$ cat config.mk
export PLATFORM = sky130hd
export DESIGN_NAME = iir_direct_form_two_flat
export DESIGN_NICKNAME = d
export VERILOG_FILES = /design/src/design/idf2_pkg.sv /design/src/design/idf2_in_if.sv /design/src/design/idf2_out_if.sv /design/src/design/idf2_mac.sv /design/src/design/iir_direct_form_two.sv /design/src/flat_wrapper.sv
export SDC_FILE = /design/constraint.sdc
export NUM_CORES = 2
export LEC_CHECK = 0
export BUFFER_PORTS_ARGS = -buffer_cell sky130_fd_sc_hd__clkbuf_2
export CAP_MARGIN = 20
export CORE_AREA = 2 2 416 294
export DETAILED_ROUTE_END_ITERATION = 8
export DIE_AREA = 0 0 418 296
export GPL_ROUTABILITY_DRIVEN = 0
export SYNTH_ARGS = -nofsm -noshare
export SYNTH_HDL_FRONTEND = slang
export SYNTH_SLANG_ARGS = --single-unit
$ cat constraint.sdc
create_clock -name i_clk -period 11.8 [get_ports i_clk]
set_clock_uncertainty 0.2 [all_clocks]
set_input_delay 0.59 -clock i_clk [delete_from_list [all_inputs] [get_ports i_clk]]
set_output_delay 0.59 -clock i_clk [all_outputs]
set_load 0.03 [all_outputs]
$ cat src/design/idf2_pkg.sv
// idf2_pkg: widths, register indexes, control struct and rounding helper
// for the direct form II IIR filter. No dependencies.
`default_nettype none

package idf2_pkg;

    localparam int SMP_W   = 24;               // Q1.23 sample
    localparam int COEF_W  = 24;               // Q4.20 tap
    localparam int DLY_W   = 32;               // Q9.23 delay entry
    localparam int FRAC_SH = 20;               // 43 -> 23 fraction bits
    localparam int PROD_W  = COEF_W + DLY_W;   // exact tap product
    localparam int ACC_W   = 60;               // headroom for four products
    localparam int RND_W   = ACC_W - FRAC_SH;  // accumulator after rounding

    localparam int REG_IDX_W = 3;
    typedef logic [REG_IDX_W-1:0] t_reg_idx;

    localparam t_reg_idx REG_B0 = 3'd0;
    localparam t_reg_idx REG_B1 = 3'd1;
    localparam t_reg_idx REG_B2 = 3'd2;
    localparam t_reg_idx REG_B3 = 3'd3;
    localparam t_reg_idx REG_A1 = 3'd4;
    localparam t_reg_idx REG_A2 = 3'd5;
    localparam t_reg_idx REG_A3 = 3'd6;

    localparam logic signed [COEF_W-1:0] B0_RESET = 24'sd1048576;  // 1.0

    typedef logic signed [COEF_W-1:0] t_coef;
    typedef logic signed [DLY_W-1:0]  t_dly;
    typedef logic signed [ACC_W-1:0]  t_acc;
    typedef logic signed [RND_W-1:0]  t_rnd;

    // Request to the shared multiply-accumulate unit
    typedef struct packed {
        logic load;   // start a sample: v acc = x aligned, y acc = 0
        logic mul;    // issue coef * data this cycle
        logic to_y;   // add into y acc; otherwise subtract from v acc
    } t_mac_ctl;

    // Add half an LSB, then floor (round half toward plus infinity)
    function automatic t_rnd rnd20(input t_acc acc);
        t_acc t;
        t = acc + (t_acc'(1) <<< (FRAC_SH - 1));
        return t_rnd'(t >>> FRAC_SH);
    endfunction

endpackage

`default_nettype wire

$ cat src/design/idf2_in_if.sv
// idf2_in_if: input sample channel (valid/ready plus Q1.23 sample).
// Depends on idf2_pkg.
`default_nettype none

interface idf2_in_if;
    import idf2_pkg::*;

    logic                     valid;
    logic                     ready;
    logic signed [SMP_W-1:0]  sample_in;

    modport source (output valid, output sample_in, input ready);
    modport sink   (input valid, input sample_in, output ready);
endinterface

`default_nettype wire

$ cat src/design/idf2_out_if.sv
// idf2_out_if: filtered sample channel (valid/ready, sample and clip flag).
// Depends on idf2_pkg.
`default_nettype none

interface idf2_out_if;
    import idf2_pkg::*;

    logic                     valid;
    logic                     ready;
    logic signed [SMP_W-1:0]  sample_out;
    logic                     clipped;

    modport source (output valid, output sample_out, output clipped, input ready);
    modport sink   (input valid, input sample_out, input clipped, output ready);
endinterface

`default_nettype wire

$ cat src/design/idf2_mac.sv
// idf2_mac: shared 24x32 multiplier with a registered product, feeding the
// recursive (v) and output (y) accumulators. Depends on idf2_pkg.
`default_nettype none

module idf2_mac (
    input  wire logic                       i_clk,
    input  wire logic                       i_rst_n,
    input  wire idf2_pkg::t_mac_ctl         i_ctl,
    input  wire logic signed [23:0]         i_x,
    input  wire idf2_pkg::t_coef            i_coef,
    input  wire idf2_pkg::t_dly             i_data,
    output idf2_pkg::t_acc                  o_vacc,
    output idf2_pkg::t_acc                  o_yacc
);
    import idf2_pkg::*;

    logic signed [PROD_W-1:0] r_prod;
    logic                     r_acc_en;
    logic                     r_to_y;
    t_acc                     r_vacc;
    t_acc                     r_yacc;
    t_acc                     prod_ext;
    t_acc                     acc_sel;
    t_acc                     acc_sum;

    always_ff @(posedge i_clk) begin
        if (!i_rst_n) begin
            r_acc_en <= 1'b0;
        end else begin
            r_acc_en <= i_ctl.mul;
        end
    end

    // operands sign extended to the full product width before the multiply
    always_ff @(posedge i_clk) begin
        if (i_ctl.mul) begin
            r_prod <= PROD_W'(i_coef) * PROD_W'(i_data);
            r_to_y <= i_ctl.to_y;
        end
    end

    // one adder shared by both accumulators
    assign prod_ext = t_acc'(r_prod);
    assign acc_sel  = r_to_y ? r_yacc : r_vacc;
    assign acc_sum  = r_to_y ? (acc_sel + prod_ext) : (acc_sel - prod_ext);

    always_ff @(posedge i_clk) begin
        if (i_ctl.load) begin
            r_vacc <= {{(ACC_W - SMP_W - FRAC_SH){i_x[SMP_W-1]}}, i_x, {FRAC_SH{1'b0}}};
            r_yacc <= '0;
        end else if (r_acc_en) begin
            if (r_to_y) begin
                r_yacc <= acc_sum;
            end else begin
                r_vacc <= acc_sum;
            end
        end
    end

    assign o_vacc = r_vacc;
    assign o_yacc = r_yacc;

endmodule

`default_nettype wire

$ cat src/design/iir_direct_form_two.sv
// iir_direct_form_two: direct form II IIR filter, order ORDER (1..3).
// The a taps, the b taps and then b0 * v pass in turn through the single
// multiplier; the rounded y is registered as the output and waits while the
// output channel stalls. A new sample is taken only once the last one is done,
// since the single multiplier takes every tap product in turn.
// Reset: synchronous; coefficients to b0 = 1.0, all others 0, delay line zero.
`default_nettype none

module iir_direct_form_two #(
    parameter int ORDER = 3
) (
    input  wire logic                   i_clk,
    input  wire logic                   i_rst_n,
    input  wire logic                   i_cfg_we,
    input  wire idf2_pkg::t_reg_idx     i_cfg_idx,
    input  wire logic [23:0]            i_cfg_data,
    idf2_in_if.sink                     i_smp,
    idf2_out_if.source                  o_smp
);
    import idf2_pkg::*;

    localparam int VRND_STEP = ORDER + 1;
    localparam int B0_STEP   = (2 * ORDER > ORDER + 2) ? 2 * ORDER : ORDER + 2;
    localparam int YRND_STEP = B0_STEP + 2;
    localparam int STEP_W    = $clog2(YRND_STEP + 1);
    localparam int TAP_W     = (ORDER > 1) ? $clog2(ORDER) : 1;

    localparam logic S_IDLE = 1'b0;
    localparam logic S_RUN  = 1'b1;

    logic               r_state;
    logic [STEP_W-1:0]  r_step;

    t_coef              r_b0;
    t_coef              r_bcoef [ORDER];
    t_coef              r_acoef [ORDER];
    t_dly               r_dly   [ORDER];

    logic signed [SMP_W-1:0] r_x;
    t_dly               r_v;
    logic               r_clip;

    logic               r_out_valid;
    logic signed [SMP_W-1:0] r_out_smp;
    logic               r_out_clip;

    logic               accept;
    logic               is_a_step;
    logic               is_b_step;
    logic               is_b0_step;
    logic               is_vrnd;
    logic               is_yrnd;
    logic               out_free;
    logic               finish;
    logic [STEP_W-1:0]  b_off;
    logic [TAP_W-1:0]   tap;

    t_mac_ctl           mac_ctl;
    t_coef              mac_coef;
    t_dly               mac_data;
    t_acc               vacc;
    t_acc               yacc;

    t_rnd               v_rnd;
    t_rnd               y_rnd;
    logic               v_ovf;
    logic               y_ovf;
    t_dly               v_sat;
    logic signed [SMP_W-1:0] y_sat;

    assign accept   = i_smp.valid && i_smp.ready;
    assign out_free = !r_out_valid || o_smp.ready;

    assign is_a_step  = (r_state == S_RUN) && (r_step < STEP_W'(ORDER));
    assign is_b_step  = (r_state == S_RUN) && !is_a_step && (r_step < STEP_W'(2 * ORDER));
    assign is_b0_step = (r_state == S_RUN) && (r_step == STEP_W'(B0_STEP));
    assign is_vrnd    = (r_state == S_RUN) && (r_step == STEP_W'(VRND_STEP));
    assign is_yrnd    = (r_state == S_RUN) && (r_step == STEP_W'(YRND_STEP));
    assign finish     = is_yrnd && out_free;

    assign b_off = r_step - STEP_W'(ORDER);
    assign tap   = is_a_step ? r_step[TAP_W-1:0] : b_off[TAP_W-1:0];

    // a taps first so v is rounded while the b taps still run (ORDER above 1)
    always_comb begin
        mac_ctl.load = accept;
        mac_ctl.mul  = is_a_step || is_b_step || is_b0_step;
        mac_ctl.to_y = !is_a_step;
        if (is_a_step) begin
            mac_coef = r_acoef[tap];
            mac_data = r_dly[tap];
        end else if (is_b_step) begin
            mac_coef = r_bcoef[tap];
            mac_data = r_dly[tap];
        end else begin
            mac_coef = r_b0;
            mac_data = r_v;
        end
    end

    idf2_mac u_mac (
        .i_clk   (i_clk),
        .i_rst_n (i_rst_n),
        .i_ctl   (mac_ctl),
        .i_x     (i_smp.sample_in),
        .i_coef  (mac_coef),
        .i_data  (mac_data),
        .o_vacc  (vacc),
        .o_yacc  (yacc)
    );

    // round, then saturate when the dropped high bits are not all sign
    assign v_rnd = rnd20(vacc);
    assign y_rnd = rnd20(yacc);
    assign v_ovf = !(&v_rnd[RND_W-1:DLY_W-1]) && (|v_rnd[RND_W-1:DLY_W-1]);
    assign y_ovf = !(&y_rnd[RND_W-1:SMP_W-1]) && (|y_rnd[RND_W-1:SMP_W-1]);
    assign v_sat = !v_ovf ? v_rnd[DLY_W-1:0]
                 : (v_rnd[RND_W-1] ? {1'b1, {(DLY_W-1){1'b0}}} : {1'b0, {(DLY_W-1){1'b1}}});
    assign y_sat = !y_ovf ? y_rnd[SMP_W-1:0]
                 : (y_rnd[RND_W-1] ? {1'b1, {(SMP_W-1){1'b0}}} : {1'b0, {(SMP_W-1){1'b1}}});

    // sequencer
    always_ff @(posedge i_clk) begin
        if (!i_rst_n) begin
            r_state <= S_IDLE;
            r_step  <= '0;
        end else if (r_state == S_IDLE) begin
            if (accept) begin
                r_state <= S_RUN;
                r_step  <= '0;
            end
        end else if (finish) begin
            r_state <= S_IDLE;
        end else if (!is_yrnd) begin
            r_step <= r_step + STEP_W'(1);
        end
    end

    // coefficients and delay line
    always_ff @(posedge i_clk) begin
        if (!i_rst_n) begin
            r_b0 <= B0_RESET;
            for (int k = 0; k < ORDER; k++) begin
                r_bcoef[k] <= '0;
                r_acoef[k] <= '0;
                r_dly[k]   <= '0;
            end
        end else begin
            if (i_cfg_we) begin
                if (i_cfg_idx == REG_B0) begin
                    r_b0 <= i_cfg_data;
                end
                for (int k = 0; k < ORDER; k++) begin
                    if (i_cfg_idx == REG_B1 + t_reg_idx'(k)) begin
                        r_bcoef[k] <= i_cfg_data;
                    end
                    if (i_cfg_idx == REG_A1 + t_reg_idx'(k)) begin
                        r_acoef[k] <= i_cfg_data;
                    end
                end
            end
            if (finish) begin
                for (int k = ORDER - 1; k > 0; k--) begin
                    r_dly[k] <= r_dly[k-1];
                end
                r_dly[0] <= r_v;
            end
        end
    end

    always_ff @(posedge i_clk) begin
        if (accept) begin
            r_x <= i_smp.sample_in;
        end
        if (is_vrnd) begin
            r_v    <= v_sat;
            r_clip <= v_ovf;
        end
    end

    // output register
    always_ff @(posedge i_clk) begin
        if (!i_rst_n) begin
            r_out_valid <= 1'b0;
        end else if (finish) begin
            r_out_valid <= 1'b1;
        end else if (o_smp.ready) begin
            r_out_valid <= 1'b0;
        end
    end

    always_ff @(posedge i_clk) begin
        if (finish) begin
            r_out_smp  <= y_sat;
            r_out_clip <= r_clip || y_ovf;
        end
    end

    assign i_smp.ready      = (r_state == S_IDLE);
    assign o_smp.valid      = r_out_valid;
    assign o_smp.sample_out = r_out_smp;
    assign o_smp.clipped    = r_out_clip;

    a_one_at_a_time: assert property (@(posedge i_clk) disable iff (!i_rst_n)
        accept |=> !i_smp.ready)
        else $error("new request taken while a sample is in flight");

    a_out_from_seq: assert property (@(posedge i_clk) disable iff (!i_rst_n)
        $rose(r_out_valid) |-> $past(r_state == S_RUN && r_step == STEP_W'(YRND_STEP)))
        else $error("output raised outside the final step");

    a_input_held: assert property (@(posedge i_clk) disable iff (!i_rst_n)
        (r_state == S_RUN) |=> $stable(r_x) || accept)
        else $error("latched sample changed during processing");

endmodule

`default_nettype wire

$ cat src/flat_wrapper.sv
// flat-port wrapper written by rule: the top's interface ports become plain ports
module iir_direct_form_two_flat import idf2_pkg::*;
#(
    parameter int ORDER = 3
)
  (i_clk, i_rst_n, i_cfg_we, i_cfg_idx, i_cfg_data, i_smp_valid, i_smp_sample_in, i_smp_ready, o_smp_valid, o_smp_sample_out, o_smp_clipped, o_smp_ready);
  idf2_in_if i_smp_i ();
  idf2_out_if o_smp_i ();
  input  wire logic i_clk;
  input  wire logic i_rst_n;
  input  wire logic i_cfg_we;
  input  wire idf2_pkg::t_reg_idx i_cfg_idx;
  input  wire logic [23:0] i_cfg_data;
  input wire logic [$bits(i_smp_i.valid)-1:0] i_smp_valid;
  input wire logic [$bits(i_smp_i.sample_in)-1:0] i_smp_sample_in;
  output wire logic [$bits(i_smp_i.ready)-1:0] i_smp_ready;
  output wire logic [$bits(o_smp_i.valid)-1:0] o_smp_valid;
  output wire logic [$bits(o_smp_i.sample_out)-1:0] o_smp_sample_out;
  output wire logic [$bits(o_smp_i.clipped)-1:0] o_smp_clipped;
  input wire logic [$bits(o_smp_i.ready)-1:0] o_smp_ready;
  assign i_smp_i.valid = i_smp_valid;
  assign i_smp_i.sample_in = i_smp_sample_in;
  assign i_smp_ready = i_smp_i.ready;
  assign o_smp_valid = o_smp_i.valid;
  assign o_smp_sample_out = o_smp_i.sample_out;
  assign o_smp_clipped = o_smp_i.clipped;
  assign o_smp_i.ready = o_smp_ready;
  iir_direct_form_two #(.ORDER(ORDER)) u_core (.i_clk(i_clk), .i_rst_n(i_rst_n), .i_cfg_we(i_cfg_we), .i_cfg_idx(i_cfg_idx), .i_cfg_data(i_cfg_data), .i_smp(i_smp_i), .o_smp(o_smp_i));
endmodule
# Yosys cells after proc, flatten, opt, wreduce, memory -nomap -nowiden
# Memories as Yosys holds them, arrays and structs flattened.
# Index checks and enable logic that the tools add are counted.
# totals
regBits	266
ramBits	240
out_inout_bits	27
mem_count	3
# classes
mul	1
eq_ne	12
addsub	6
n_lt_le_gt_ge	2
n_mux	60
bitwise_logic	11
reduce_logical	31
# memory_table
memory	words	width	rd	rd_clocked_by_memory_dff	write_ports	line_no	rtl
u_core.r_dly	3	32	3	0	3	iir_direct_form_two.sv:37	t_dly r_dly [ORDER];
u_core.r_acoef	3	24	1	0	3	iir_direct_form_two.sv:36	t_coef r_acoef [ORDER];
u_core.r_bcoef	3	24	1	0	3	iir_direct_form_two.sv:35	t_coef r_bcoef [ORDER];
# ops
op	n
2-to-1 mux 60 bit	5
2-to-1 mux 24 bit	10
2-to-1 mux 32 bit	7
adder 60 x 21 -> 60 bit, second input constant	2
adder 60 x 56 -> 60 bit	1
subtractor 60 x 56 -> 60 bit	1
multiplier 24 x 32 -> 56 bit	1
2-to-1 mux 1 bit	33
AND reduction 17 bit	1
OR reduction 17 bit	1
2-to-1 mux 4 bit	4
logical AND 1 bit	10
== test 3 bit, second input constant	3
bitwise OR 1 bit	9
AND reduction 9 bit	1
OR reduction 9 bit	1
== test 4 x 3 -> 1 bit, second input constant	2
AND reduction 2 bit	4
== test 3 x 2 -> 1 bit, second input constant	2
nonzero test 2 bit	3
adder 4 x 1 -> 4 bit, second input constant	1
== test 4 bit, second input constant	1
logical NOT 1 bit	4
logical OR 1 bit	4
10 further kinds	12

# Depth between registers and ports, before layout
# logic_depth
ltp_word	8
ltp_mapped	40
depth_no_buf	35

# By module
# A second synthesis with hierarchy kept.
# unflattened
hier_cells	5742
area_unflattened_um2	55116.6
# modules_own_cells
mod	area_per_inst_um2	seq_area_each_um2	instances	cells_per_inst
idf2_mac	38544.5	4534.3	1	4223
iir_direct_form_two	16572.1	9549.2	1	1519

# Worst setup path after synthesis
# OpenSTA, ideal clock, no wires.
# synth_timing
path_type	flip-flop to flip-flop
from	register u_core.r_step[1]
to	register u_core.u_mac.r_prod[52] (data pin)
path_stages_with_launch	39
setup_ns	0.262
path_slack_ns	1.964
n_path_buf	7
arrival_time_ns	9.375
cell_sequence	dfxtp_1 -> clkbuf_1 -> clkbuf_1 -> clkbuf_1 -> inv_1 -> ha_1 -> mux2i_1 -> buf_2 -> buf_2 -> clkbuf_1 -> nor2_1 -> a211oi_1 -> a21o_1 -> clkbuf_1 -> nand2_1 -> fa_1 -> fa_1 -> inv_1 -> (+3 left out) -> inv_1 -> fa_1 -> fa_1 -> inv_1 -> fa_1 -> inv_1 -> ha_1 -> a211oi_1 -> o21bai_1 -> a2111oi_2 -> a22oi_1 -> a311o_1 -> a21oi_1 -> o21ai_0 -> a21oi_1 -> o21ai_1 -> a211oi_1 -> xnor2_1
# synth_via
elab_chain_len	8
elab_cells_between_ends	16
# synth_lines
item	line_no	rtl
from (decl)	iir_direct_form_two.sv:32	logic [STEP_W-1:0] r_step;
from (signal assigned)	iir_direct_form_two.sv:135	r_step <= r_step + STEP_W'(1);
branches (longest 7 deep; another with memory read (3 x 24 bit))	-	
multiplier 24 x 32 -> 56 bit (*)	idf2_mac.sv:37	r_prod <= PROD_W'(i_coef) * PROD_W'(i_data);
to (signal assigned)	idf2_mac.sv:37	
to (decl)	idf2_mac.sv:17	logic signed [PROD_W-1:0] r_prod;
# Mark *: on every way between the ends.
# A chain may end at the register's enable or synchronous reset.

# Worst setup path in the final report
# layout_timing
from	register u_core.r_step[0]
to	register u_core.u_mac.r_prod[54] (data pin)
# The elaborated chain is that of the path after synthesis.

==> out/results.ini <==
[run_status]
outcome=completed

[synthesis]
ys_warn_count=0
yosysSeqAreaShare=0.263
netlist_instances=5572
syn_area_um2=53500
async_flop_share=0
synth_edf_count=395
syn_nets=6627
synth_seq_cells=506
synthFlopType=edfxtp_1
synth_cell_types=84
syn_avg_cell_area_um2=9.60

[floorplan]
io_pins=83
die_x_um=418
coreArea_um2=120000
start_util=0.444
die_h_um=296
die_area_um2=124000
num_rows=107

[critical_path]
crit_type=reg2reg
cp_data_required_time_ns=11.97
end_kind=flip-flop
crit_slowest_cell=mux2i_4
cpPeakStageDelay_ns=0.92
path_max_fanout=24
worstPathArrival_ns=11.24
cp-start-kind=flip-flop
cpMostUsedCell=fa_1

[run]
drv_cap=0

[global_route]
overflow=0
track_usage=0.281
grt_max_degree=113
antenna_found_initial=6
grt_pass1_wl_um=260000
grt_pass1_vias=40300

[timing]
slew_headroom=0.237
fin_crit_ns=11.07
fin_setup_tns_ns=0
worst_slack_ns=0.729
finalCritPeriodShare=0.938
maxSlewViolCount=0
rsz0062_at_grt=no
worst_pin_slew_ns=1.12
final-hold-violation-count=0
max_freq_ghz=0.0903
setup_viol=0

[placement]
dpl_cell_area_um2=56100
port_buffers=82
place_ws_ns=0.911
place.detailed.hpwl_um=135000

[cells_and_area]
n_fill_cell=11200
final_cell_area_um2=58000
drive_gt1_frac=0.0817
syn2layout_area_growth_pct=8.40
final_net_count=6604
final_cell_mix=813 x inv_1, 784 x fa_1, 607 x nor2_1
final_common_cell=inv_1

[detailed_routing]
dr.pass1.iters=6
avgViaCountPerCell=5.62
dr_total_vias=40300
ant_nets=0
routedWlPerCell_um=23.8
wirelength_um=170000
drt_iter0_drc=4267
drc_errors=0

[cts]
cts.htree.levels=2
cts_root_buffer=clkbuf_16
path_clk_slew_ns=0.06
cts_tree=built
cts_buffer_depth=3
clk_latency_ns=0.64
cts_setup_buffers=0
clock_sinks=506
cts_made_buffers=50

[hold_path]
min_path_type=in2reg

==> critical path, delay by kind of cell (launching register included) <==
kind | cells | cell delay [ns]
buf+inv | 6 | 0.88
compound gates | 11 | 2.91
simple gates | 5 | 1.08
flops | 1 | 0.41
mux | 1 | 0.92
xor+xnor | 1 | 0.14
fa+ha+maj | 9 | 4.22
==> metrics by stage <==
stage / utilization / std cells / hold WS [ns]
final: 0.482 / 7172 / 0.0357
after global routing: 0.482 / 7171 / 0.0274
after CTS: 0.482 / 7171 / 0.00318
after detailed placement: 0.466 / 7070 / 0.245
after global placement: 0.466 / 7069 / 0.237
after floorplan: - / 5572 / 0.221
==> logic make-up after synthesis <==
kind of cell               synth area share
and+or+nand+nor                       0.144
adders and majority gates             0.344
xor gates and xnor gates             0.0391
muxes                                0.0306
DFF                                   0.263
buffers and inverters                0.0799
AOI/OAI and AO/OA                    0.0989
==> cell usage after synthesis, types with 8 or more instances <==
master    count  area [um^2]
inv_1       813         3050
fa_1        784        15700
nor2_1      608         2280
nand2_1     592         2220
edfxtp_1    395        11900
a21oi_1     304         1520
clkbuf_1    264          991
ha_1        215         2690
o21ai_0     145          726
and3_1      123          769
xnor2_1     121         1060
xor2_1      116         1020
dfxtp_1     111         2220
a21o_1      100          751
a211oi_1     88          661
mux2i_1      88          881
and2_1       83          519
nand3_1      70          350
mux2_2       67          754
nand2b_1     58          363
a22o_1       44          385
nand4_1      36          225
nor3_1       36          180
a21boi_0     30          225
buf_2        28          140
o21bai_1     26          195
nor2b_1      23          144
a31oi_1      20          125
and4_1       14          123
buf_1        13         48.8
nor4_1       12         75.1
o21ai_2      12          105
o211ai_1      9         67.6
or3_1         9         56.3
o21a_1        8         60.1
or2_2         8         50.1
==> state kept, by name (all words and copies together), names as in the netlist, 4 cells and up <==
register / cells
u_core.u_mac.r_prod: 56
u_core.r_v: 32
u_core.u_mac.o_yacc: 60
u_core.r_dly: 96
u_core.r_b0: 24
u_core.r_step: 4
u_core.u_mac.o_vacc: 60
u_core.r_acoef: 72
u_core.r_bcoef: 72
u_core.o_smp.sample_out: 24
==> final cells by class <==
cell class / count / area (um^2) / area share
well taps: 1580 / 1980 / 0.0341
repair buffers: 234 / 1620 / 0.0279
clock inverters: 33 / 478 / 0.00824
multi-input cells: 3943 / 35400 / 0.611
clock buffers: 61 / 1350 / 0.0234
flip-flops and latches: 506 / 14100 / 0.243
inverters: 814 / 3060 / 0.0527
diodes: 1 / 2.50 / 0.0000432
==> worst paths after layout <==
path | end | cells past startpoint | slack [ns] | startpoint
worst min-delay path | u_core.r_b0[20]$_SDFFE_PN1P_ | 3 | 0.04 | i_cfg_data[20]
worst max-delay path | u_core.u_mac.r_prod[54]$_DFFE_PP_ | 33 | 0.73 | u_core.r_step[0]$_SDFFE_PN0P_
worst min register to register | u_core.u_mac.o_yacc[8]$_SDFFE_PP0P_ | 2 | 0.25 | u_core.u_mac.o_yacc[8]$_SDFFE_PP0P_
worst max register to register | u_core.u_mac.r_prod[54]$_DFFE_PP_ | 33 | 0.73 | u_core.r_step[0]$_SDFFE_PN0P_
==> per-layer routing <==
| layer | GRT usage | share of wire |
|---|---|---|
| met1 | 0.422 | 0.45 |
| met2 | 0.367 | 0.38 |
| met3 | 0.113 | 0.14 |
| met4 | 0.0757 | 0.031 |
| met5 | 0 | 0.00018 |
==> repair_timing <==
action / in CTS / in global routing
gates resized for setup: 0 / 0
hold endpoints to repair: 7 / 0
endpoints found under the setup margin: 0 / 0
hold buffers: 7 / 0
Power is not shown: default switching activity piles up to over one toggle a cycle in this logic, so the estimate is an artifact.
